## src/hdl/lpsc_pkg.sv

```systemverilog
// Shared types, status codes and register indexes of the laser power step calibrator.
package lpsc_pkg;

   // Status codes reported per beat and kept per channel
   localparam logic [2:0] ST_IDLE      = 3'd0;
   localparam logic [2:0] ST_ADJ       = 3'd1;
   localparam logic [2:0] ST_DONE      = 3'd2;
   localparam logic [2:0] ST_SAT       = 3'd3;
   localparam logic [2:0] ST_LASER_OFF = 3'd4;
   localparam logic [2:0] ST_PD_LOW    = 3'd5;
   localparam logic [2:0] ST_NO_RESP   = 3'd6;

   // Item kinds
   localparam logic KIND_STEP  = 1'b0;
   localparam logic KIND_CLEAR = 1'b1;

   // Register indexes
   localparam logic [2:0] REG_TARGET_CH0 = 3'd0;
   localparam logic [2:0] REG_TARGET_CH1 = 3'd1;
   localparam logic [2:0] REG_TARGET_CH2 = 3'd2;
   localparam logic [2:0] REG_TOL_SMALL  = 3'd3;
   localparam logic [2:0] REG_TOL_MEDIUM = 3'd4;
   localparam logic [2:0] REG_TOL_LARGE  = 3'd5;
   localparam logic [2:0] REG_REF_UPPER  = 3'd6;
   localparam logic [2:0] REG_REF_LOWER  = 3'd7;

   localparam int CSR_INDEX_W = 3;
   localparam int CSR_DATA_W  = 16;

   // One input item
   typedef struct packed {
      logic        kind;
      logic [1:0]  channel;
      logic [15:0] power_meas;
      logic        laser_enabled;
      logic [13:0] pd_average_mv;
   } lpsc_item_type;

   // Per-channel calibration history
   typedef struct packed {
      logic [2:0]  status;
      logic [13:0] ref_mv;
      logic [13:0] prev_ref_mv;
      logic [15:0] prev_power;
      logic [2:0]  stall_count;
   } lpsc_chan_type;

   // Shared thresholds and clamps
   typedef struct packed {
      logic [15:0] tol_small;
      logic [15:0] tol_medium;
      logic [15:0] tol_large;
      logic [13:0] ref_upper_mv;
      logic [13:0] ref_lower_mv;
   } lpsc_cfg_type;

endpackage

```

## src/hdl/lpsc_csr.sv

```systemverilog
// Configuration registers and per-channel target selection.
module lpsc_csr
   import lpsc_pkg::*;
(
   input  logic                   clock,
   input  logic                   reset,
   input  logic                   csr_we,
   input  logic [CSR_INDEX_W-1:0] csr_index,
   input  logic [CSR_DATA_W-1:0]  csr_wdata,
   input  logic [1:0]             channel,
   output lpsc_cfg_type           cfg,
   output logic [15:0]            target
);

   logic [15:0]  target_ff [3];
   lpsc_cfg_type cfg_ff;

   // Register writes
   always_ff @(posedge clock) begin
      if (reset) begin
         target_ff[0]        <= 16'd200;
         target_ff[1]        <= 16'd100;
         target_ff[2]        <= 16'd100;
         cfg_ff.tol_small    <= 16'd5;
         cfg_ff.tol_medium   <= 16'd20;
         cfg_ff.tol_large    <= 16'd50;
         cfg_ff.ref_upper_mv <= 14'd3000;
         cfg_ff.ref_lower_mv <= 14'd0;
      end else if (csr_we) begin
         unique case (csr_index)
            REG_TARGET_CH0: target_ff[0]        <= csr_wdata;
            REG_TARGET_CH1: target_ff[1]        <= csr_wdata;
            REG_TARGET_CH2: target_ff[2]        <= csr_wdata;
            REG_TOL_SMALL:  cfg_ff.tol_small    <= csr_wdata;
            REG_TOL_MEDIUM: cfg_ff.tol_medium   <= csr_wdata;
            REG_TOL_LARGE:  cfg_ff.tol_large    <= csr_wdata;
            REG_REF_UPPER:  cfg_ff.ref_upper_mv <= csr_wdata[13:0];
            REG_REF_LOWER:  cfg_ff.ref_lower_mv <= csr_wdata[13:0];
            default: ;
         endcase
      end
   end

   // Channel three has no target register: its target is zero
   always_comb begin
      unique case (channel)
         2'd0:    target = target_ff[0];
         2'd1:    target = target_ff[1];
         2'd2:    target = target_ff[2];
         default: target = 16'd0;
      endcase
   end

   assign cfg = cfg_ff;

endmodule

```

## src/hdl/lpsc_step.sv

```systemverilog
// One calibration step of a channel: next history and reported status.
module lpsc_step
   import lpsc_pkg::*;
#(
   parameter int STEP_LARGE_MV  = 200,
   parameter int STEP_MEDIUM_MV = 50,
   parameter int STEP_SMALL_MV  = 10,
   parameter int PD_MIN_MV      = 50,
   parameter int STALL_LIMIT    = 6
)
(
   input  lpsc_item_type item,
   input  lpsc_chan_type cur,
   input  lpsc_cfg_type  cfg,
   input  logic [15:0]   target,
   output lpsc_chan_type nxt
);

   logic               first_step;
   logic [13:0]        ref_cur;
   logic [13:0]        prev_ref_cur;
   logic               err_pos;
   logic [15:0]        abs_err;
   logic               in_window;
   logic [11:0]        step_mv;
   logic signed [15:0] ref_ext;
   logic signed [15:0] step_ext;
   logic signed [15:0] sum_mv;
   logic signed [15:0] upper_ext;
   logic signed [15:0] lower_ext;
   logic signed [15:0] clamp_hi;
   logic signed [15:0] clamp_lo;
   logic [13:0]        new_ref;
   logic               rising;
   logic [2:0]         stall_inc;
   logic               stalled_out;
   logic               sat;

   // A first step from idle starts from the photodiode reading
   assign first_step   = (cur.status == ST_IDLE);
   assign ref_cur      = first_step ? item.pd_average_mv : cur.ref_mv;
   assign prev_ref_cur = first_step ? item.pd_average_mv : cur.prev_ref_mv;

   // Error magnitude and sign (positive: power below target)
   assign err_pos   = (target > item.power_meas);
   assign abs_err   = err_pos ? (target - item.power_meas) : (item.power_meas - target);
   assign in_window = !err_pos && (abs_err <= cfg.tol_small);

   // Step size by error band
   always_comb begin
      if (abs_err > cfg.tol_large)
         step_mv = 12'(STEP_LARGE_MV);
      else if (abs_err > cfg.tol_medium)
         step_mv = 12'(STEP_MEDIUM_MV);
      else
         step_mv = 12'(STEP_SMALL_MV);
   end

   // Move and clamp: upper first, then lower
   assign ref_ext   = $signed({2'b00, ref_cur});
   assign step_ext  = $signed({4'b0000, step_mv});
   assign sum_mv    = err_pos ? (ref_ext + step_ext) : (ref_ext - step_ext);
   assign upper_ext = $signed({2'b00, cfg.ref_upper_mv});
   assign lower_ext = $signed({2'b00, cfg.ref_lower_mv});
   assign clamp_hi  = (sum_mv > upper_ext) ? upper_ext : sum_mv;
   assign clamp_lo  = (clamp_hi < lower_ext) ? lower_ext : clamp_hi;
   assign new_ref   = clamp_lo[13:0];

   // Stall detection: reference up, power not up
   assign rising      = (new_ref > prev_ref_cur) && (item.power_meas <= cur.prev_power);
   assign stall_inc   = (cur.stall_count < 3'(STALL_LIMIT)) ?
                        (cur.stall_count + 3'd1) : cur.stall_count;
   assign stalled_out = rising && (stall_inc >= 3'(STALL_LIMIT));

   // Clamped with an error beyond the small tolerance
   assign sat = (abs_err > cfg.tol_small) &&
                ((err_pos && (new_ref >= cfg.ref_upper_mv)) ||
                 (!err_pos && (new_ref <= cfg.ref_lower_mv)));

   // Next history
   always_comb begin
      nxt = cur;
      if (item.kind == KIND_CLEAR) begin
         nxt.status      = ST_IDLE;
         nxt.prev_ref_mv = 14'd0;
         nxt.prev_power  = 16'd0;
         nxt.stall_count = 3'd0;
      end else if (!item.laser_enabled) begin
         nxt.status = ST_LASER_OFF;
      end else if ({1'b0, item.pd_average_mv} < 15'(PD_MIN_MV)) begin
         nxt.status = ST_PD_LOW;
      end else begin
         nxt.ref_mv      = ref_cur;
         nxt.prev_ref_mv = prev_ref_cur;
         if (in_window) begin
            nxt.status = ST_DONE;
         end else if (stalled_out) begin
            nxt.status      = ST_NO_RESP;
            nxt.stall_count = stall_inc;
         end else begin
            nxt.stall_count = rising ? stall_inc : 3'd0;
            nxt.ref_mv      = new_ref;
            nxt.prev_ref_mv = new_ref;
            nxt.prev_power  = item.power_meas;
            nxt.status      = sat ? ST_SAT : ST_ADJ;
         end
      end
   end

endmodule

```

## src/hdl/laser_power_step_calibrator.sv

```systemverilog
// Top level of the laser power step calibrator: input stage, channel history, result stage.
//
//  channel  | direction | beat contents
//  ---------+-----------+---------------------------------------------------------
//  req_     | in        | tuser kind; tdata channel, power, laser on, pd average
//  rsp_     | out       | tdata status, reference mV, channel echo
//  csr_     | in        | write enable, register index, write data
//
// One beat per cycle while rsp_ is not stalled; a beat goes via the input, then result register.
// The step is one pass of logic between the input register and the result register,
// reading and writing the channel's history in the same cycle.
// Synchronous reset empties both stages, clears every channel's history and resets the registers.
// A stalled result holds in its register; the input stage still takes one more beat.
module laser_power_step_calibrator
   import lpsc_pkg::*;
#(
   parameter int NUM_CHANNELS   = 3,
   parameter int STEP_LARGE_MV  = 200,
   parameter int STEP_MEDIUM_MV = 50,
   parameter int STEP_SMALL_MV  = 10,
   parameter int PD_MIN_MV      = 50,
   parameter int STALL_LIMIT    = 6
)
(
   input  logic                   clock,
   input  logic                   reset,
   input  logic                   req_tvalid,
   output logic                   req_tready,
   input  logic [39:0]            req_tdata,  // channel, power_meas, laser_enabled, pd_average_mv
   input  logic                   req_tuser,  // kind
   output logic                   rsp_tvalid,
   input  logic                   rsp_tready,
   output logic [23:0]            rsp_tdata,  // status, ref_out_mv, channel_out
   input  logic                   csr_we,
   input  logic [CSR_INDEX_W-1:0] csr_index,
   input  logic [CSR_DATA_W-1:0]  csr_wdata
);

   localparam int CH_IDX_W = (NUM_CHANNELS > 1) ? $clog2(NUM_CHANNELS) : 1;

   logic              in_valid_ff, in_valid_in;
   lpsc_item_type     in_item_ff;
   logic              rsp_valid_ff, rsp_valid_in;
   logic [18:0]       rsp_data_ff, rsp_data_in;
   lpsc_chan_type     chan_ff [NUM_CHANNELS];

   logic              req_fire;
   logic              advance;
   logic              chan_valid;
   logic [CH_IDX_W+1:0] chan_wide;
   logic [CH_IDX_W-1:0] chan_idx;
   lpsc_chan_type     cur_chan;
   lpsc_chan_type     nxt_chan;
   lpsc_cfg_type      cfg;
   logic [15:0]       target;

   // Handshake
   assign req_fire   = req_tvalid && req_tready;
   assign advance    = in_valid_ff && (!rsp_valid_ff || rsp_tready);
   assign req_tready = !in_valid_ff || advance;

   // Configuration and target select
   lpsc_csr u_csr (
      .clock     (clock),
      .reset     (reset),
      .csr_we    (csr_we),
      .csr_index (csr_index),
      .csr_wdata (csr_wdata),
      .channel   (in_item_ff.channel),
      .cfg       (cfg),
      .target    (target)
   );

   // Channel lookup
   assign chan_valid = ({2'b00, in_item_ff.channel} < 4'(NUM_CHANNELS));
   assign chan_wide  = {{CH_IDX_W{1'b0}}, in_item_ff.channel};
   assign chan_idx   = chan_wide[CH_IDX_W-1:0];
   assign cur_chan   = chan_valid ? chan_ff[chan_idx] : '0;

   lpsc_step #(
      .STEP_LARGE_MV  (STEP_LARGE_MV),
      .STEP_MEDIUM_MV (STEP_MEDIUM_MV),
      .STEP_SMALL_MV  (STEP_SMALL_MV),
      .PD_MIN_MV      (PD_MIN_MV),
      .STALL_LIMIT    (STALL_LIMIT)
   ) u_step (
      .item   (in_item_ff),
      .cur    (cur_chan),
      .cfg    (cfg),
      .target (target),
      .nxt    (nxt_chan)
   );

   // Next values of the two stages
   always_comb begin
      in_valid_in = in_valid_ff;
      if (req_fire)
         in_valid_in = 1'b1;
      else if (advance)
         in_valid_in = 1'b0;

      rsp_valid_in = rsp_valid_ff;
      if (advance)
         rsp_valid_in = 1'b1;
      else if (rsp_tready)
         rsp_valid_in = 1'b0;

      // Invalid channel: idle, zero reference
      if (chan_valid)
         rsp_data_in = {in_item_ff.channel, nxt_chan.ref_mv, nxt_chan.status};
      else
         rsp_data_in = {in_item_ff.channel, 14'd0, ST_IDLE};
   end

   // Stage control
   always_ff @(posedge clock) begin
      if (reset) begin
         in_valid_ff  <= 1'b0;
         rsp_valid_ff <= 1'b0;
      end else begin
         in_valid_ff  <= in_valid_in;
         rsp_valid_ff <= rsp_valid_in;
      end
   end

   // Stage payloads
   always_ff @(posedge clock) begin
      if (req_fire) begin
         in_item_ff.kind          <= req_tuser;
         in_item_ff.channel       <= req_tdata[1:0];
         in_item_ff.power_meas    <= req_tdata[17:2];
         in_item_ff.laser_enabled <= req_tdata[18];
         in_item_ff.pd_average_mv <= req_tdata[32:19];
      end
      if (advance)
         rsp_data_ff <= rsp_data_in;
   end

   // Channel history
   always_ff @(posedge clock) begin
      if (reset) begin
         for (int i = 0; i < NUM_CHANNELS; i++)
            chan_ff[i] <= '0;
      end else if (advance && chan_valid) begin
         chan_ff[chan_idx] <= nxt_chan;
      end
   end

   assign rsp_tvalid = rsp_valid_ff;
   assign rsp_tdata  = {5'd0, rsp_data_ff};

   // Input stage only backs up behind a stalled result
   a_ready_only_on_stall: assert property (@(posedge clock) disable iff (reset)
      !req_tready |-> (rsp_tvalid && !rsp_tready))
      else $error("input stage blocked without a stalled result");

   // No undefined status code leaves the block
   a_status_code: assert property (@(posedge clock) disable iff (reset)
      rsp_tvalid |-> (rsp_tdata[2:0] <= ST_NO_RESP))
      else $error("undefined status code on result");

   // The stall counter written back never passes its limit
   a_stall_bound: assert property (@(posedge clock) disable iff (reset)
      (advance && chan_valid) |-> (nxt_chan.stall_count <= 3'(STALL_LIMIT)))
      else $error("stall counter beyond limit");

   // A no-response result leaves the channel's reference where it stood
   a_no_resp_keeps_ref: assert property (@(posedge clock) disable iff (reset)
      (advance && chan_valid && (nxt_chan.status == ST_NO_RESP) &&
       (cur_chan.status != ST_IDLE)) |-> (nxt_chan.ref_mv == cur_chan.ref_mv))
      else $error("reference moved on no-response");

endmodule
```

## config.mk

```make
export PLATFORM = sky130hd
export DESIGN_NAME = laser_power_step_calibrator
export DESIGN_NICKNAME = d
export VERILOG_FILES = /design/src/hdl/lpsc_pkg.sv /design/src/hdl/lpsc_csr.sv /design/src/hdl/lpsc_step.sv /design/src/hdl/laser_power_step_calibrator.sv
export SDC_FILE = /design/constraint.sdc
export NUM_CORES = 1
export LEC_CHECK = 0
export BUFFER_PORTS_ARGS = -buffer_cell sky130_fd_sc_hd__clkbuf_2
export CAP_MARGIN = 5
export CORE_MARGIN = 2
export CORE_UTILIZATION = 60
export DETAILED_ROUTE_END_ITERATION = 12
export GPL_TIMING_DRIVEN = 0
export PLACE_DENSITY = 0.78
export RECOVER_POWER = 25
export SLEW_MARGIN = 20
export SYNTH_ARGS = -nofsm -noshare
export SYNTH_HDL_FRONTEND = slang
export SYNTH_SLANG_ARGS = --single-unit
```

## constraint.sdc

```tcl
create_clock -name clock -period 15.7 [get_ports clock]
set_input_delay 3.925 -clock clock [delete_from_list [all_inputs] [get_ports clock]]
set_output_delay 3.925 -clock clock [all_outputs]
set_load 0.03 [all_outputs]
```

# After elaboration in Yosys (flattened, before gate mapping)
# Memories as Yosys holds them, arrays and structs flattened. A register that Yosys moved wholly into a read port is not among the register bits.
# Cells that the tools add are included.
dict set report op_classes {
  add_sub_neg 5
  mul 0
  div_mod_pow 0
  n_lt_le_gt_ge 15
  eq_ne 9
  n_shift 0
  muxes 53
  n_bitwise 3
  n_reduce_logical 26
}
# operator count
set ops {}
lappend ops {{47-bit two-way mux} 3}
lappend ops {{50-bit two-way mux} 2}
lappend ops {{16-bit two-way mux} 6}
lappend ops {{16-bit greater-than comparator} 4}
lappend ops {{14-bit two-way mux} 4}
lappend ops {{50-bit OR reduction} 1}
lappend ops {{16-bit case mux with 3 select lines} 1}
lappend ops {{44-bit two-way mux} 1}
lappend ops {{33-bit two-way mux} 1}
lappend ops {{16-bit <= comparator} 2}
lappend ops {{16-bit subtractor} 2}
lappend ops {{3-bit two-way mux} 8}
lappend ops {{1-bit two-way mux} 22}
lappend ops {{16-bit by 15-bit greater-than comparator with 1-bit output} 1}
lappend ops {{16-bit by 15-bit < comparator with 1-bit output} 1}
lappend ops {{14-bit by 8-bit adder with 15-bit output} 1}
lappend ops {{14-bit by 8-bit subtractor with 15-bit output} 1}
lappend ops {{14-bit >= comparator} 1}
lappend ops {{14-bit greater-than comparator} 1}
lappend ops {{14-bit <= comparator} 1}
lappend ops {{14-bit by 6-bit < comparator with 1-bit output, second input constant} 1}
lappend ops {{3-bit == test, second input constant} 4}
lappend ops {{2-bit AND reduction} 5}
lappend ops {{1-bit logical AND} 9}
lappend ops {{17 further kinds} 28}
dict set report totals {
  register_bits 131
  latchBits 0
  ram_bits 198
  mem_bits_ro 0
  inputBits 65
  out_inout_bits 26
  elab_cells 127
  mem_count 2
}
# name words word_bits read_ports rd_ports_with_merged_regs wr line_no
set mem_list {}
lappend mem_list {chan_ff 3 50 1 1 3 laser_power_step_calibrator.sv:45} ;# lpsc_chan_type chan_ff [NUM_CHANNELS];
lappend mem_list {u_csr.target_ff 3 16 3 0 3 lpsc_csr.sv:15} ;# logic [15:0] target_ff [3];

# Longest topological paths before layout
dict set report logic_depth {
  ltp_word 24
  ltp_mapped 72
  mapped_depth_nobuf 64
}

# By module
# From an unflattened synthesis, not the netlist that was laid out.
dict set report unflattened {
  cells_unflattened 2108
  hier_area_um2 24101.9
}
# module n_inst cells_per_inst area_per_inst_um2 seq_area_each_um2
set by_module_without_submodules {}
lappend by_module_without_submodules {laser_power_step_calibrator 1 681 11974.0 7677.4}
lappend by_module_without_submodules {lpsc_step 1 1023 7086.8 0.0}
lappend by_module_without_submodules {lpsc_csr 1 404 5041.1 2962.8}

# Worst setup path after synthesis
# Ideal clock, no wire load.
dict set report synth_timing {
  kind {flip-flop to flip-flop}
  start {register, netlist name chan_idx[0]}
  end {memory chan_ff[0][11] (netlist bit), data pin}
  setup_time_ns 0.265
  t_arrival_ns 14.201
  required_ns 15.435
  path_slack_ns 1.234
  stages_incl_launch_ff 63
  path_buffers 6
  period_less_slack_ns 14.466
  cell_sequence {edfxtp_1 buf_1 buf_1 mux2i_1 o21a_1 inv_1 ha_1 a21oi_1 a211oi_1 o221a_2 o21a_1 clkbuf_1 buf_1 mux2_2 a221oi_1 a2bb2oi_1 o21ai_0 a31oi_1 [... 27 more ...] nor4b_1 and2_1 a21bo_1 buf_6 and3_4 or2_2 ha_1 a21o_1 a21oi_1 nand2_1 a311o_1 o21ai_0 o2bb2ai_1 nor2_1 clkbuf_1 nor2_1 o21bai_1 nor2_1}
}
# item line_no
set synth_lines {}
lappend synth_lines {{to (decl)} laser_power_step_calibrator.sv:45}

# Worst setup path in the final report
dict set report layout_timing {
  start {register, netlist name chan_idx[1]}
  end {register rsp_data_ff[10], data pin}
}
dict set report layout_between {
  elab_chain_len 21
  word_cells_on_any_way 40
  cone_classes {add/sub: 5; order compare: 11; eq/ne: 2; mux: 16; reduce/logical: 6}
}
# item line_no
set layout_lines {}
lappend layout_lines {{2-bit == test, or another cell as far along} lpsc_csr.sv:46} ;# unique case (channel)
lappend layout_lines {{16-bit case mux with 3 select lines} lpsc_csr.sv:46}
lappend layout_lines {{16-bit subtractor or 16-bit greater-than comparator (tied branches)} {lpsc_step.sv:46, lpsc_step.sv:45}}
lappend layout_lines {{16-bit two-way mux} lpsc_step.sv:46} ;# assign abs_err = err_pos ? (target - item.power_meas) : (item.power_meas - target);
lappend layout_lines {{16-bit greater-than comparator} lpsc_step.sv:53} ;# else if (abs_err > cfg.tol_medium)
lappend layout_lines {{6-bit two-way mux} lpsc_step.sv:53}
lappend layout_lines {{8-bit two-way mux} lpsc_step.sv:51} ;# if (abs_err > cfg.tol_large)
lappend layout_lines {{14-bit by 8-bit subtractor with 15-bit output or 14-bit by 8-bit adder with 15-bit output (tied branches)} lpsc_step.sv:62} ;# assign sum_mv = err_pos ? (ref_ext + step_ext) : (ref_ext - step_ext);
lappend layout_lines {{[... 5 more ...]} -}
lappend layout_lines {{14-bit greater-than comparator} lpsc_step.sv:70} ;# assign rising = (new_ref > prev_ref_cur) && (item.power_meas <= cur.prev_power);
lappend layout_lines {{1-bit logical AND} lpsc_step.sv:70}
lappend layout_lines {{1-bit logical AND} lpsc_step.sv:73} ;# assign stalled_out = rising && (stall_inc >= 3'(STALL_LIMIT));
lappend layout_lines {{44-bit two-way mux} lpsc_step.sv:97} ;# end else if (stalled_out) begin
lappend layout_lines {{47-bit two-way mux} lpsc_step.sv:95} ;# if (in_window) begin
lappend layout_lines {{47-bit two-way mux} lpsc_step.sv:90} ;# end else if ({1'b0, item.pd_average_mv} < 15'(PD_MIN_MV)) begin
lappend layout_lines {{47-bit two-way mux} lpsc_step.sv:88} ;# end else if (!item.laser_enabled) begin
lappend layout_lines {{14-bit two-way mux} lpsc_step.sv:83} ;# if (item.kind == KIND_CLEAR) begin
lappend layout_lines {{to (signal assigned)} laser_power_step_calibrator.sv:136} ;# rsp_data_ff <= rsp_data_in;
lappend layout_lines {{to (decl)} laser_power_step_calibrator.sv:44} ;# logic [18:0] rsp_data_ff, rsp_data_in;
# Several ways; a longest one is shown, not always the timed one.
# A chain may end at the register's enable or synchronous reset.

==> PnR_summary.wiki <==
{| class="wikitable"
! Metric !! Value
|-
| Prevailing post-synth register cell || edfxtp_1
|-
| Worst Hold Margin || around 450 ps
|-
| Die area || between 30000 and 40000 um^2
|-
| Worst Setup EP || rsp_data_ff[10]$_SDFFCE_PP0P_
|-
| Tightest Pin Transition || ~1500 ps
|-
| Arrival time worst endpoint || approximately 16000 ps
|-
| Vertical die dimension || ~200 um
|-
| IR drop worst, VDD || a little over 0.0001 V
|-
| Mean cell area of the mapped netlist || 10.35 um^2
|-
| First-pass GRT wire length || roughly 100 mm
|-
| Antenna-violating nets left || 0
|-
| Top-level I/O count || 91
|-
| Count of vias placed by the detailed router || ~18k
|-
| F_max || between 60 and 70 MHz
|-
| Post-route core utilization || 70.20%
|-
| Number of synthesized flops with an enable pin || between 300 and 400
|-
| Warnings, synthesis || 0
|-
| Htree depth || 2
|-
| TritonCTS clock tree || yes
|-
| Proportion of synthesized chip area in sequential cells || ~47%
|-
| Clock-pin transition on the worst setup and hold timing paths || approximately 60 ps
|-
| Cell occurring most often along the worst timing path || ha_1
|-
| Num Clock Sinks || 381
|-
| Post-DR vias/cell || 6.222
|-
| Worst skew pair latency || 600 ps
|-
| Outcome || finished, violations left
|-
| Worst-case headroom to the max-slew limit || 0.04348%
|-
| Crit. Startpoint || chan_idx[1]$_DFFE_PP_
|-
| Largest clock skew in the final design || around 37 ps
|-
| Count of routing violations after the opening detailed-route iteration || 1730
|-
| Area of the placeable core || between 30000 and 40000 um^2
|-
| Power density relative to cell area || about 150 nW/um^2
|-
| Number of storage elements in the synthesis netlist || around 380
|-
| Final setup vio count || 0
|-
| Initial core utilization || between 60% and 70%
|-
| Layout cell share with drive strength beyond 1 || 14.99%
|-
| Count of mapped cells out of synthesis || around 2.2k
|-
| Final Hold Vio Count || 0
|-
| Required time worst endpoint || between 15000 and 20000 ps
|-
| Yosys cell types || between 80 and 90
|-
| Post-route setup TNS || 0 ps
|-
| Post-synthesis cell area || ~22000 um^2
|-
| Final cycle utilization of the critical path || between 90% and 100%
|-
| Half-perimeter wire length of the detailed placement result || ~50 mm
|-
| Final-report max-slew violation count || 0
|-
| Number of buffers inserted by port buffering || a little under 80
|-
| Fin area || approximately 26000 um^2
|-
| Die X || between 150 and 200 um
|-
| Critical path's slowest cell || a2111oi_1
|-
| First-pass iteration count of the detailed router || 6
|-
| HP Class || reg -> reg
|-
| Non-filler cells, final || approximately 2.9k
|-
| Total wire length || between 60 and 70 mm
|-
| Post-route DRC violation count || 0
|-
| Crit end category || register
|-
| Inserted Diodes || 0
|-
| CTS Buf Count || 42
|-
| Category of the critical setup timing path || reg -> reg
|-
| Initial antenna violation count || 0
|-
| Placer congestion estimate || between 0.9 and 1
|-
| Number of global-route vias before repair || around 17k
|-
| Final nets || ~2.6k
|-
| Leak Pwr || about 10 nW
|-
| Startpoint of the most critical register-to-register path || chan_idx[1]$_DFFE_PP_
|-
| Average wire per standard cell || between 20 and 25 um
|-
| Bufs on Longest Clock Path || 3
|-
| Synth-to-Final Area Change || 14.70%
|-
| Number of cell rows || 70
|-
| Max capacitance violation total || 1
|-
| Post-Place Cell Area || around 24000 um^2
|-
| Gr ovfl total || 0
|-
| Maximum net fanout on the critical path || 10
|-
| Pin count of the biggest net entering global routing || 35
|-
| Number of fill cells in the layout || 2748
|-
| Capture instance of the worst register-to-register path || rsp_data_ff[10]$_SDFFCE_PP0P_
|-
| Violated checks || max-capacitance violations
|-
| Number of cells in the design after placement || between 2k and 3k
|-
| Minimum period implied by the final worst setup slack || between 15000 and 20000 ps
|-
| Reg-to-reg slack, setup || 550 ps
|-
| CTS Root Buffer Type || clkbuf_16
|-
| Origin of the worst min-delay path || u_csr.cfg[6]$_SDFFE_PP0P_
|-
| R2R depth || around 60
|-
| Overall fraction of global-route tracks in use || 34.89%
|-
| Fraction of synthesis flops using an asynchronous set or reset pin || 0%
|-
| Startpoint type of the worst setup path || register
|-
| Maximum cell stage delay along the critical path || 1010 ps
|}
registers in the layout (all words and copies together) (netlist names), named ones only:
name / flops
u_csr.target_ff: 48
in_item_ff: 32
chan_ff: 200
in_valid_ff: 1
chan_idx: 2
rsp_tvalid: 1
rsp_data_ff: 19
u_csr.cfg: 76
area by class of cell:
| class | instances | area (um^2) | share of cell area (%) |
|---|---|---|---|
| Buffer | 101 | 495.5 | 1.923 |
| Clock buffer | 52 | 1134 | 4.400 |
| Clock inverter | 26 | 235.2 | 0.9131 |
| Inverter | 166 | 623.1 | 2.419 |
| Multi-Input combinational cell | 1573 | 11430 | 44.36 |
| Sequential cell | 381 | 10640 | 41.30 |
| Tap cell | 468 | 585.6 | 2.273 |
| Timing Repair Buffer | 103 | 620.6 | 2.409 |
metrics by stage:
stage	setup slack [ps]	power [mW]
3_5_place_dp	-2769	2.827
2_1_floorplan	1234	2.362
3_3_place_gp	-3561	2.787
5_1_grt	-126.2	4.169
4_1_cts	4.365	3.868
6_report	549.8	3.972
report_power, final:
part	internal (mW)	switching, mW
Sequential	1.17	0.0253
Clock	0.567	0.427
Combinational	0.684	1.10
Total	2.42	1.55
what timing repair did:
action,4_1_cts,5_1_grt
setup endpoints to repair,217,217
buffers inserted,4,16
hold buffers,0,0
gates resized for setup,68,65
pin swaps,3,14
Yosys cell counts (20+ instances only):
library cell | instances | share of area, %
nand2b_1 | 20 | 0.56
mux2i_1 | 55 | 2.5
o21ai_0 | 46 | 1.0
clkbuf_1 | 77 | 1.3
mux4_2 | 48 | 4.8
edfxtp_1 | 301 | 40
and2_1 | 27 | 0.75
a21oi_1 | 200 | 4.5
o21a_1 | 42 | 1.4
inv_1 | 164 | 2.7
nand3_1 | 32 | 0.71
nand2_1 | 311 | 5.2
a21o_1 | 41 | 1.4
dfxtp_1 | 80 | 7.1
nor3_1 | 39 | 0.87
nand4_1 | 28 | 0.78
o21bai_1 | 20 | 0.67
ha_1 | 179 | 10
nor2_1 | 171 | 2.9
nor2b_1 | 23 | 0.64
worst max-delay path: cells and delay by family, from the launching register on:
kind                     cells  cell delay, ps
XOR/XNOR                     1             330
flip-flops                   1             410
multiplexers                 1             320
adder cells (fa/ha/maj)      7            1980
buffers and inverters        7            1350
AND/OR/NAND/NOR             19            3340
AO/OA/AOI/OAI               26            7220
worst min path at each step:
stage          depth (start not counted)                    endpoint  slack, ps
2_1_floorplan                          2  u_csr.cfg[10]$_SDFFE_PP0P_        440
3_3_place_gp                           2   u_csr.cfg[7]$_SDFFE_PP0P_        440
3_5_place_dp                           2   u_csr.cfg[7]$_SDFFE_PP0P_        450
4_1_cts                                2  u_csr.cfg[42]$_SDFFE_PP0P_        460
5_1_grt                                2  u_csr.cfg[24]$_SDFFE_PP0P_        470
6_report                               2   u_csr.cfg[6]$_SDFFE_PP0P_        450
cell usage in the layout (no fill, tap or decap), types with 8 or more instances in the layout:
cell type | Yosys | layout
conb_1 | 1 | 55
nand4_1 | 28 | 28
edfxtp_1 | 301 | 301
and3_1 | 15 | 15
a21oi_1 | 200 | 194
a21o_1 | 41 | 41
and2_0 | 0 | 15
clkbuf_1 | 77 | 77
buf_2 | 8 | 12
clkbuf_2 | 0 | 72
and2_1 | 27 | 12
mux2_2 | 8 | 8
mux2i_1 | 55 | 54
o21ai_0 | 46 | 35
nand2_1 | 311 | 310
o211ai_1 | 9 | 9
mux4_2 | 48 | 48
a211oi_1 | 11 | 10
nor3_1 | 39 | 36
dfxtp_1 | 80 | 80
o21a_1 | 42 | 41
a31oi_1 | 14 | 11
inv_1 | 164 | 164
o21bai_1 | 20 | 8
clkbuf_4 | 0 | 9
nand2b_1 | 20 | 17
nand3_1 | 32 | 32
clkinv_1 | 0 | 8
xnor2_1 | 16 | 11
nor4_1 | 14 | 12
o21bai_2 | 0 | 12
buf_4 | 7 | 25
nor2_1 | 171 | 169
nor2b_1 | 23 | 22
or2_2 | 15 | 15
ha_1 | 179 | 176
nand3b_1 | 17 | 17
clkbuf_16 | 0 | 43
per-layer routing:
layer | part of all wire [%] | vias to the layer above | track usage (%) | routed length [um]
met5 | 0 | - | 0 | 0
met4 | 4.8 | 0 | 15.79 | 3277
met3 | 9.0 | 186 | 6.778 | 6086
met2 | 47 | 909 | 58.63 | 32180
met1 | 39 | 8549 | 43.85 | 26350
li1 | - | 8213 | - | -
cells by family after synthesis:
kind of cell	after synthesis	share of synthesized area [%]
AND/OR/NAND/NOR	723	14.58
adder cells (fa/ha/maj)	181	10.15
AO/OA/AOI/OAI	477	14.38
XOR/XNOR	25	0.9749
buffers and inverters	271	4.791
flip-flops	381	47.37
multiplexers	112	7.732
other	1	0.01670
(Power assumes the default switching activity.)
